[src/rtl/tga_rle_pixel_decoder_macros.svh]
// Assertion macros for the Targa pixel decoder.
`ifndef TGA_RLE_PIXEL_DECODER_MACROS_SVH
`define TGA_RLE_PIXEL_DECODER_MACROS_SVH

// Same-cycle implication, disabled while reset is asserted.
`define TGA_ASSERT_SAME(label, clk, rstn, ante, cons, msg) \
    label: assert property (@(posedge clk) disable iff (!(rstn)) (ante) |-> (cons)) \
        else $error(msg);

// Next-cycle implication, disabled while reset is asserted.
`define TGA_ASSERT_NEXT(label, clk, rstn, ante, cons, msg) \
    label: assert property (@(posedge clk) disable iff (!(rstn)) (ante) |=> (cons)) \
        else $error(msg);

`endif

[src/rtl/tga_pkg.sv]
// Types and constants for the Targa run-length pixel decoder.
`timescale 1ns / 1ps

package tga_pkg;

    // configuration register indexes
    localparam logic [1:0] REG_COMPRESSED   = 2'd0;
    localparam logic [1:0] REG_HAS_ALPHA    = 2'd1;
    localparam logic [1:0] REG_IMAGE_WIDTH  = 2'd2;
    localparam logic [1:0] REG_IMAGE_HEIGHT = 2'd3;

    // position within a pixel's color bytes
    localparam logic [1:0] PHASE_BLUE  = 2'd0;
    localparam logic [1:0] PHASE_GREEN = 2'd1;
    localparam logic [1:0] PHASE_RED   = 2'd2;
    localparam logic [1:0] PHASE_ALPHA = 2'd3;

    localparam logic [7:0] HDR_RUN_BIT    = 8'h80;
    localparam logic [7:0] HDR_COUNT_MASK = 8'h7f;
    localparam logic [7:0] OPAQUE_ALPHA   = 8'd255;

    typedef struct packed {
        logic [7:0]  red;
        logic [7:0]  green;
        logic [7:0]  blue;
        logic [7:0]  alpha;
        logic [7:0]  repeat_count;
        logic [31:0] first_index;
        logic        image_done;
    } result_t;

endpackage

[src/rtl/tga_rle_pixel_decoder.sv]
// A result is registered at the edge that takes its last byte, in the head or skid entry.
// One byte per cycle while the skid entry is empty; each byte updates the state in one pass.
// A two-entry output buffer keeps input open while one result waits downstream.
// Reset (aresetn, synchronous, active low): registers go to compressed 32-bit 1x1,
// decode state clears, and the block drops bytes until an image start arrives.
`timescale 1ns / 1ps
`include "tga_rle_pixel_decoder_macros.svh"

module tga_rle_pixel_decoder
    import tga_pkg::*;
(
    input  logic        aclk,
    input  logic        aresetn,

    input  logic        cfg_wr_en,
    input  logic [1:0]  cfg_index,
    input  logic [15:0] cfg_data,

    input  logic        s_valid,
    output logic        s_ready,
    input  logic [7:0]  s_data_byte,
    input  logic        s_image_start,

    output logic        m_valid,
    input  logic        m_ready,
    output logic [7:0]  m_red,
    output logic [7:0]  m_green,
    output logic [7:0]  m_blue,
    output logic [7:0]  m_alpha,
    output logic [7:0]  m_repeat_count,
    output logic [31:0] m_first_index,
    output logic        m_image_done
);

    // configuration
    logic        compressed_reg;
    logic        has_alpha_reg;
    logic [15:0] width_reg;
    logic [15:0] height_reg;

    // decode state
    logic        expect_header_reg, expect_header_next;
    logic [1:0]  byte_phase_reg,    byte_phase_next;
    logic [7:0]  blue_hold_reg,     blue_hold_next;
    logic [7:0]  green_hold_reg,    green_hold_next;
    logic [7:0]  red_hold_reg,      red_hold_next;
    logic        packet_is_run_reg, packet_is_run_next;
    logic [7:0]  packet_left_reg,   packet_left_next;
    logic [31:0] pixels_emitted_reg, pixels_emitted_next;
    logic [31:0] pixels_left_reg,   pixels_left_next;
    logic        finished_reg,      finished_next;

    // output buffer
    logic        out_valid_reg;
    logic        skid_valid_reg;
    result_t     out_reg;
    result_t     skid_reg;

    logic        accept;
    logic        push;
    logic        pop;
    result_t     result;
    logic [31:0] image_area;
    logic [7:0]  count;
    logic [7:0]  pixel_alpha;
    logic [31:0] left_after;

    assign s_ready = !skid_valid_reg;
    assign accept  = s_valid && s_ready;
    assign pop     = out_valid_reg && m_ready;

    assign image_area = {16'd0, width_reg} * {16'd0, height_reg};

    always_ff @(posedge aclk) begin
        if (!aresetn) begin
            compressed_reg <= 1'b1;
            has_alpha_reg  <= 1'b1;
            width_reg      <= 16'd1;
            height_reg     <= 16'd1;
        end else if (cfg_wr_en) begin
            case (cfg_index)
                REG_COMPRESSED:   compressed_reg <= cfg_data[0];
                REG_HAS_ALPHA:    has_alpha_reg  <= cfg_data[0];
                REG_IMAGE_WIDTH:  width_reg      <= cfg_data;
                REG_IMAGE_HEIGHT: height_reg     <= cfg_data;
                default: ;
            endcase
        end
    end

    always_comb begin
        expect_header_next  = expect_header_reg;
        byte_phase_next     = byte_phase_reg;
        blue_hold_next      = blue_hold_reg;
        green_hold_next     = green_hold_reg;
        red_hold_next       = red_hold_reg;
        packet_is_run_next  = packet_is_run_reg;
        packet_left_next    = packet_left_reg;
        pixels_emitted_next = pixels_emitted_reg;
        pixels_left_next    = pixels_left_reg;
        finished_next       = finished_reg;
        push                = 1'b0;
        count               = 8'd1;
        pixel_alpha         = s_data_byte;
        left_after          = pixels_left_reg;
        result              = '0;

        if (accept) begin
            if (s_image_start) begin
                expect_header_next  = 1'b1;
                byte_phase_next     = PHASE_BLUE;
                blue_hold_next      = 8'd0;
                green_hold_next     = 8'd0;
                red_hold_next       = 8'd0;
                packet_is_run_next  = 1'b0;
                packet_left_next    = 8'd0;
                pixels_emitted_next = 32'd0;
                pixels_left_next    = image_area;
                finished_next       = (width_reg == 16'd0) || (height_reg == 16'd0);
            end

            if (!finished_next) begin
                if (compressed_reg && expect_header_next) begin
                    packet_is_run_next = (s_data_byte & HDR_RUN_BIT) != 8'd0;
                    packet_left_next   = (s_data_byte & HDR_COUNT_MASK) + 8'd1;
                    expect_header_next = 1'b0;
                    byte_phase_next    = PHASE_BLUE;
                end else begin
                    case (byte_phase_next)
                        PHASE_BLUE: begin
                            blue_hold_next  = s_data_byte;
                            byte_phase_next = PHASE_GREEN;
                        end
                        PHASE_GREEN: begin
                            green_hold_next = s_data_byte;
                            byte_phase_next = PHASE_RED;
                        end
                        PHASE_RED: begin
                            red_hold_next = s_data_byte;
                            if (has_alpha_reg) begin
                                byte_phase_next = PHASE_ALPHA;
                            end else begin
                                byte_phase_next = PHASE_BLUE;
                                pixel_alpha     = OPAQUE_ALPHA;
                                push            = 1'b1;
                            end
                        end
                        default: begin
                            // alpha byte, whatever has_alpha says now
                            byte_phase_next = PHASE_BLUE;
                            push            = 1'b1;
                        end
                    endcase

                    // a start byte never completes a pixel, so the registered
                    // pixel count is the one that applies here
                    if (push) begin
                        if (compressed_reg) begin
                            if (packet_is_run_reg) begin
                                count            = packet_left_reg;
                                packet_left_next = 8'd0;
                            end else if (packet_left_reg != 8'd0) begin
                                packet_left_next = packet_left_reg - 8'd1;
                            end
                            if (packet_left_next == 8'd0) begin
                                expect_header_next = 1'b1;
                            end
                        end
                        if ({24'd0, count} > pixels_left_reg) begin
                            count = pixels_left_reg[7:0];
                        end
                        left_after          = pixels_left_reg - {24'd0, count};
                        pixels_emitted_next = pixels_emitted_reg + {24'd0, count};
                        pixels_left_next    = left_after;
                        finished_next       = (left_after == 32'd0);

                        result.red          = red_hold_next;
                        result.green        = green_hold_reg;
                        result.blue         = blue_hold_reg;
                        result.alpha        = pixel_alpha;
                        result.repeat_count = count;
                        result.first_index  = pixels_emitted_reg;
                        result.image_done   = (left_after == 32'd0);
                    end
                end
            end
        end
    end

    always_ff @(posedge aclk) begin
        if (!aresetn) begin
            expect_header_reg  <= 1'b1;
            byte_phase_reg     <= PHASE_BLUE;
            blue_hold_reg      <= 8'd0;
            green_hold_reg     <= 8'd0;
            red_hold_reg       <= 8'd0;
            packet_is_run_reg  <= 1'b0;
            packet_left_reg    <= 8'd0;
            pixels_emitted_reg <= 32'd0;
            pixels_left_reg    <= 32'd0;
            finished_reg       <= 1'b1;
        end else begin
            expect_header_reg  <= expect_header_next;
            byte_phase_reg     <= byte_phase_next;
            blue_hold_reg      <= blue_hold_next;
            green_hold_reg     <= green_hold_next;
            red_hold_reg       <= red_hold_next;
            packet_is_run_reg  <= packet_is_run_next;
            packet_left_reg    <= packet_left_next;
            pixels_emitted_reg <= pixels_emitted_next;
            pixels_left_reg    <= pixels_left_next;
            finished_reg       <= finished_next;
        end
    end

    // two-entry output buffer: head register plus one skid entry
    always_ff @(posedge aclk) begin
        if (!aresetn) begin
            out_valid_reg  <= 1'b0;
            skid_valid_reg <= 1'b0;
        end else begin
            if (!out_valid_reg) begin
                out_valid_reg <= push;
            end else if (pop) begin
                out_valid_reg  <= skid_valid_reg || push;
                skid_valid_reg <= 1'b0;
            end else if (push) begin
                skid_valid_reg <= 1'b1;
            end
        end
    end

    always_ff @(posedge aclk) begin
        if (!out_valid_reg || pop) begin
            out_reg <= skid_valid_reg ? skid_reg : result;
        end
        if (out_valid_reg && !pop && push) begin
            skid_reg <= result;
        end
    end

    assign m_valid        = out_valid_reg;
    assign m_red          = out_reg.red;
    assign m_green        = out_reg.green;
    assign m_blue         = out_reg.blue;
    assign m_alpha        = out_reg.alpha;
    assign m_repeat_count = out_reg.repeat_count;
    assign m_first_index  = out_reg.first_index;
    assign m_image_done   = out_reg.image_done;

    `TGA_ASSERT_SAME(a_skid_behind_head, aclk, aresetn, skid_valid_reg, out_valid_reg,
        "skid entry holds an item while the head register is empty")
    `TGA_ASSERT_NEXT(a_done_sets_finished, aclk, aresetn, push && result.image_done,
        finished_reg, "image completed but decoder still takes bytes")
    `TGA_ASSERT_SAME(a_active_has_pixels, aclk, aresetn, !finished_reg,
        pixels_left_reg != 32'd0, "image active with no pixels left")
    `TGA_ASSERT_SAME(a_no_item_when_finished, aclk, aresetn,
        accept && finished_reg && !s_image_start, !push,
        "result produced from a byte dropped after image end")

endmodule
[config.mk]
export PLATFORM = sky130hd
export DESIGN_NAME = tga_rle_pixel_decoder
export DESIGN_NICKNAME = d
export VERILOG_FILES = /design/src/rtl/tga_pkg.sv /design/src/rtl/tga_rle_pixel_decoder.sv
export VERILOG_INCLUDE_DIRS = /design/src /design/src/rtl
export SDC_FILE = /design/constraint.sdc
export NUM_CORES = 1
export LEC_CHECK = 0
export ABC_AREA = 1
export CAP_MARGIN = 20
export CORE_UTILIZATION = 55
export DETAILED_ROUTE_END_ITERATION = 6
export DONT_BUFFER_PORTS = 1
export PLACE_DENSITY = 0.7
export SLEW_MARGIN = 30
export SYNTH_ARGS = -nofsm -noshare
export SYNTH_HDL_FRONTEND = slang
export SYNTH_SLANG_ARGS = --single-unit
[constraint.sdc]
create_clock -name aclk -period 8 [get_ports aclk]
set_input_delay 2 -clock aclk [delete_from_list [all_inputs] [get_ports aclk]]
set_output_delay 2 -clock aclk [all_outputs]
set_load 0.05 [all_outputs]
After elaboration in Yosys (flattened, before gate mapping)
Cells that the tools add are included.

storage, ports and cells
  output and inout bits = 75
  register bits after elaboration = 283
  input port bits = 32

operators by class
  multiply operators = 1
  reduce and logical (&&, ||, !) cells = 25
  add/sub/neg operators = 4
  multiplexer cells = 83
  equality and inequality tests = 5
  order comparisons = 1

operators with widths
  kind                                              count
  2-to-1 mux 73 bit                                 5
  2-to-1 mux 8 bit                                  37
  2-to-1 mux 32 bit                                 8
  adder 32 x 8 -> 32 bit                            1
  > comparator 8 x 32 -> 1 bit                      1
  logical NOT 16 bit                                2
  logical NOT 32 bit                                1
  multiplier 16 x 16 -> 32 bit                      1
  subtractor 32 x 8 -> 32 bit                       1
  2-to-1 mux 1 bit                                  26
  2-to-1 mux 2 bit                                  5
  AND reduction 2 bit                               5
  adder 7 x 1 -> 8 bit, second input constant       1
  logical NOT 8 bit                                 1
  nonzero test 8 bit                                1
  subtractor 8 x 1 -> 8 bit, second input constant  1
  == test 2 bit, second input constant              3
  one-hot mux 2 bit (3 select lines)                1
  logical AND 1 bit                                 5
  == test 2 x 1 -> 1 bit, second input constant     2
  logical NOT 2 bit                                 2
  logical NOT 1 bit                                 3
  logical OR 1 bit                                  3
  one-hot mux 1 bit (2 select lines)                1
  other kinds (2)                                   2

Longest topological paths before layout
  word-level depth = 26
  depth in mapped cells = 29

Least setup slack after synthesis
OpenSTA, ideal clock, no wires.

  path kind = input-to-reg
  start point = input port m_ready
  end point = register skid_reg[0] (netlist name) (enable)
  path buffers = 0
  arrival time = 6.940 ns
  stages on the path = 3
  data required time = 7.496 ns
  library setup time = 0.504 ns
  path slack = 0.555 ns
  path through = inv_1 -> nand2_1 -> nor2_1

on the way
  cells in the longest elaborated chain, start to end = 4

RTL lines
  item                             line                          RTL
  from (decl)                      tga_rle_pixel_decoder.sv:25   input logic m_ready,
  logical AND 1 bit                tga_rle_pixel_decoder.sv:70   assign pop = out_valid_reg && m_ready;
  logical NOT 1 bit                tga_rle_pixel_decoder.sv:237  if (out_valid_reg && !pop && push) begin
  logical AND 1 bit (2 in series)  tga_rle_pixel_decoder.sv:237
  to (signal assigned)             tga_rle_pixel_decoder.sv:238  skid_reg <= result;
  to (decl)                        tga_rle_pixel_decoder.sv:57   result_t skid_reg;

Every way passes these cells.
A chain may end at the register's enable or synchronous reset.

Final worst setup path
  start point = register width_reg[12]
  end point = register pixels_left_reg[25]

on the way
  cells in the longest elaborated chain, start to end = 5
  elaborated cells on any way between the ends = 9

RTL lines
  item                                                                       line                                                        RTL
  from (decl)                                                                tga_rle_pixel_decoder.sv:38                                 logic [15:0] width_reg;
  from (signal assigned)                                                     tga_rle_pixel_decoder.sv:84                                 REG_IMAGE_WIDTH: width_reg <= cfg_data;
  multiplier 16 x 16 -> 32 bit / logical NOT 16 bit (equally long branches)  tga_rle_pixel_decoder.sv:72, tga_rle_pixel_decoder.sv:119
  2-to-1 mux 32 bit / logical OR 1 bit (equally long branches)               tga_rle_pixel_decoder.sv:109, tga_rle_pixel_decoder.sv:119
  2-to-1 mux 32 bit / 2-to-1 mux 1 bit (equally long branches)               tga_rle_pixel_decoder.sv:157, tga_rle_pixel_decoder.sv:109
  2-to-1 mux 32 bit / 2-to-1 mux 1 bit (equally long branches)               tga_rle_pixel_decoder.sv:123, tga_rle_pixel_decoder.sv:108
  2-to-1 mux 32 bit (*)                                                      tga_rle_pixel_decoder.sv:122                                if (!finished_next) begin
  to (signal assigned)                                                       tga_rle_pixel_decoder.sv:211                                pixels_left_reg <= pixels_left_next;
  to (decl)                                                                  tga_rle_pixel_decoder.sv:50                                 logic [31:0] pixels_left_reg, pixels_left_next;

Mark *: on every way between the ends. The rest lies on a longest branch, timed or not. The select of a mux whose other input is x is not followed.

==> results.tsv <==
stage	metric	value	unit
clocking	Reg clk slew, reported paths	0.05	ns
final_layout	max reg flops	73	
logic_synthesis	number of synthesized flops with an enable pin	146	
clocking	CTS tree	built	
sta	hold slack	0.465	ns
pwr	switch share	0.329	
final_layout	share of cells above drive strength 1	0.0409	
pwr	leakage	12.0	nW
pwr	Sw Pwr	0.00135	W
sta	Tmin final	6.52	ns
clocking	TritonCTS buffer count	34	
detailed_routing	routed length per instance	17.4	um
critical_path	crit start category	register	
logic_synthesis	Synth Cell Area	0.0242	sq mm
sta	fmax	153	MHz
floorplanning	Die Area	0.0448	sq mm
placement	GP Congestion	0.912	
sta	relative slew slack	0.398	
floorplanning	die height	212	um
floorplanning	Initial Utilization	0.560	
clocking	clock buffer depth	3	
clocking	# clock sinks	283	
critical_path	Critical Path Sink Type	register	
placement	Buffers on Ports	0	
sta	Setup TNS	0	ns
detailed_routing	vias after detailed routing	20500	
clocking	cts repair resizes	0	
logic_synthesis	Synth Instances	3200	
final_layout	final instance area	0.0253	sq mm
pwr	Int Power	0.00276	W
global_route	vias in the first global route	20000	
critical_path	CP Class	reg -> reg	
detailed_routing	DRT iter0 DRCs	1907	
clocking	Root Driver	clkbuf_16	
global_route	first-pass GRT wire length	106000	um
logic_synthesis	Syn Nets	3559	
final_layout	final layout net count	3441	
clocking	Post-CTS Setup Inserts	0	
logic_synthesis	area leader, netlist	edfxtp_1	
pwr	Logic pwr share	0.235	
pwr	VDD IR max	199	uV
floorplanning	core area	0.0432	sq mm
floorplanning	# IOs	107	
sta	Final Max Slew Viols	0	
logic_synthesis	Yosys warning count	0	
logic_synthesis	Synth Flop Type	edfxtp_1	
detailed_routing	1st-pass router iterations	6	
outcome	status	finished, final reports clean	
critical_path	Max FO, Critical Path	18	
hold_path	worst hold path class	reg -> reg	
logic_synthesis	area share of the largest cell type after synthesis	0.181	
pwr	part of the power in the clock network	0.372	
clocking	worst skew pair latency	0.54	ns
critical_path	CP Data Arrival Time	6.91	ns
logic_synthesis	fraction of registers with async set/reset	0	
pwr	Cell Pwr Density	163	mW/mm^2
pwr	sequential group share of total power	0.393	
global_route	largest net degree at the start of global routing	87	
placement	Placed Area	0.0242	sq mm
sta	RSZ-0062 raised after global routing	false	
detailed_routing	Total Routed Length	64200	um
clocking	cts hold-fix bufs	0	
global_route	initial antenna violation count	0	
logic_synthesis	Synth Register Bits	283	
detailed_routing	routed vias/inst	5.54	
sta	final hold viol count	0	
sta	period utilisation layout	0.815	
placement	DP HPWL	47700	um
logic_synthesis	part of the Yosys area used for sequential elements	0.295	
critical_path	Critical Path RT	8.39	ns
sta	Worst Max-Slew Pin Slew	0.902	ns
detailed_routing	Final ANT Viol Nets	0	
critical_path	reg2reg path depth	22	
logic_synthesis	mean post-synth cell area	7.55	sq um
logic_synthesis	unique cell type count in the Yosys netlist	60	
global_route	gr usage total	0.297	
detailed_routing	DRC	0	
floorplanning	FP Rows	76	
final_layout	number of diodes	0	
global_route	total gr overflow	0	
sta	clk_skew	0.0229	ns
run	Max Cap Viol	0	
sta	Setup Viol. Count Final	0	
floorplanning	Die W	212	um
hold_path	Min-Delay Path Depth	2	
logic_synthesis	top cells by area, synth	edfxtp_1, fa_1, nand2_1	
final_layout	Area Growth Syn to Fin	4.71	%
clocking	# H-tree levels	2	
[placed cells by master, fill, tap and decap left out, drive strengths merged, types with 115 or more instances in the layout]
cell / instances
nand3: 115
fa: 196
a21oi: 178
nor2: 305
nand2: 774
edfxtp: 146
ha: 131
dfxtp: 137
o21ai: 275
inv: 573
[power by group through the flow]
stage	Combinational, W	Clock, W	Sequential, W
after global placement	0.000930	0	0.00164
after CTS	0.000955	0.00155	0.00161
after global routing	0.00109	0.00161	0.00162
after detailed placement	0.000944	0	0.00164
final	0.000965	0.00153	0.00162
after floorplan	0.000756	0	0.00159
[cell families (layout without fill, tap and decap cells)]
group,Yosys count,count (layout),share of synthesized area
buf+inv,739,647,0.124
fa+ha+maj,327,327,0.230
xor+xnor,29,29,0.0105
flops,283,283,0.295
simple gates,1288,1288,0.221
compound gates,534,534,0.120
[per-stage QoR]
| step | instances | setup slack, ns | total power [W] | utilization |
|---|---|---|---|---|
| after floorplan | 3200 | 0.555 | 0.00234 | - |
| after global placement | 3631 | 1.52 | 0.00257 | 0.560 |
| after detailed placement | 3631 | 1.58 | 0.00259 | 0.560 |
| after CTS | 3693 | 1.59 | 0.00412 | 0.586 |
| after global routing | 3693 | 1.14 | 0.00432 | 0.586 |
| final | 3693 | 1.48 | 0.00411 | 0.586 |
[cell type report]
| class | count | area, sq um |
|---|---|---|
| Multi-Input combinational cell | 2178 | 14100 |
| Inverter | 575 | 2170 |
| Clock inverter | 17 | 186 |
| Clock buffer | 45 | 913 |
| Timing Repair Buffer | 10 | 87.6 |
| Fill cell | 4079 | 17900 |
| Sequential cell | 283 | 7130 |
| Tap cell | 585 | 732 |
[cells in the mapped netlist (3+ instances only)]
cell type	instances
nand3_1	114
nor2_4	3
a21boi_0	3
a31oi_1	26
o21ai_2	3
nand2_2	10
a21oi_1	171
nand3b_1	9
a21o_1	3
nor3_2	3
o21ai_0	249
buf_2	36
dfxtp_1	137
o21ai_1	23
o211ai_1	29
or2_2	3
xor2_1	22
buf_6	7
buf_1	12
fa_1	196
nand2_1	762
buf_4	17
inv_1	559
nor2_1	295
ha_1	131
o211ai_2	3
a21oi_2	7
edfxtp_1	146
o21bai_1	6
clkbuf_1	87
xnor2_1	7
inv_2	13
nand4_1	34
nor3_1	33
nor2_2	6
nor4_1	4
[worst paths after layout]
path / to / slack, ns / start
max: pixels_left_reg[25] / 1.48 / width_reg[12]
min: red_hold_reg[2] / 0.47 / red_hold_reg[2]
max reg2reg: pixels_left_reg[25] / 1.48 / width_reg[12]
min reg2reg: red_hold_reg[2] / 0.47 / red_hold_reg[2]
[metal layers]
metal  global-route usage  part of all wire
met1                0.442              0.46
met2                0.448              0.44
met3               0.0504             0.084
met4               0.0720             0.018
met5                    0                 0
[critical path: stages, from the launching register on]
cell and delay, ns:
dfxtp_1 0.89, nand2_1 0.22, fa_1 0.61, fa_1 0.45
fa_1 0.61, fa_1 0.52, inv_1 0.05, fa_1 0.48
inv_1 0.05, fa_1 0.47, inv_1 0.05, ha_1 0.35
nand2_1 0.11, nor2_1 0.28, inv_1 0.10, nor3_1 0.38
nand4_1 0.26, nand3_1 0.13, nand2_1 0.06, nand3_1 0.12
nand2_1 0.06, nand2_1 0.06, a21oi_1 0.06
(Power assumes the default switching activity.)
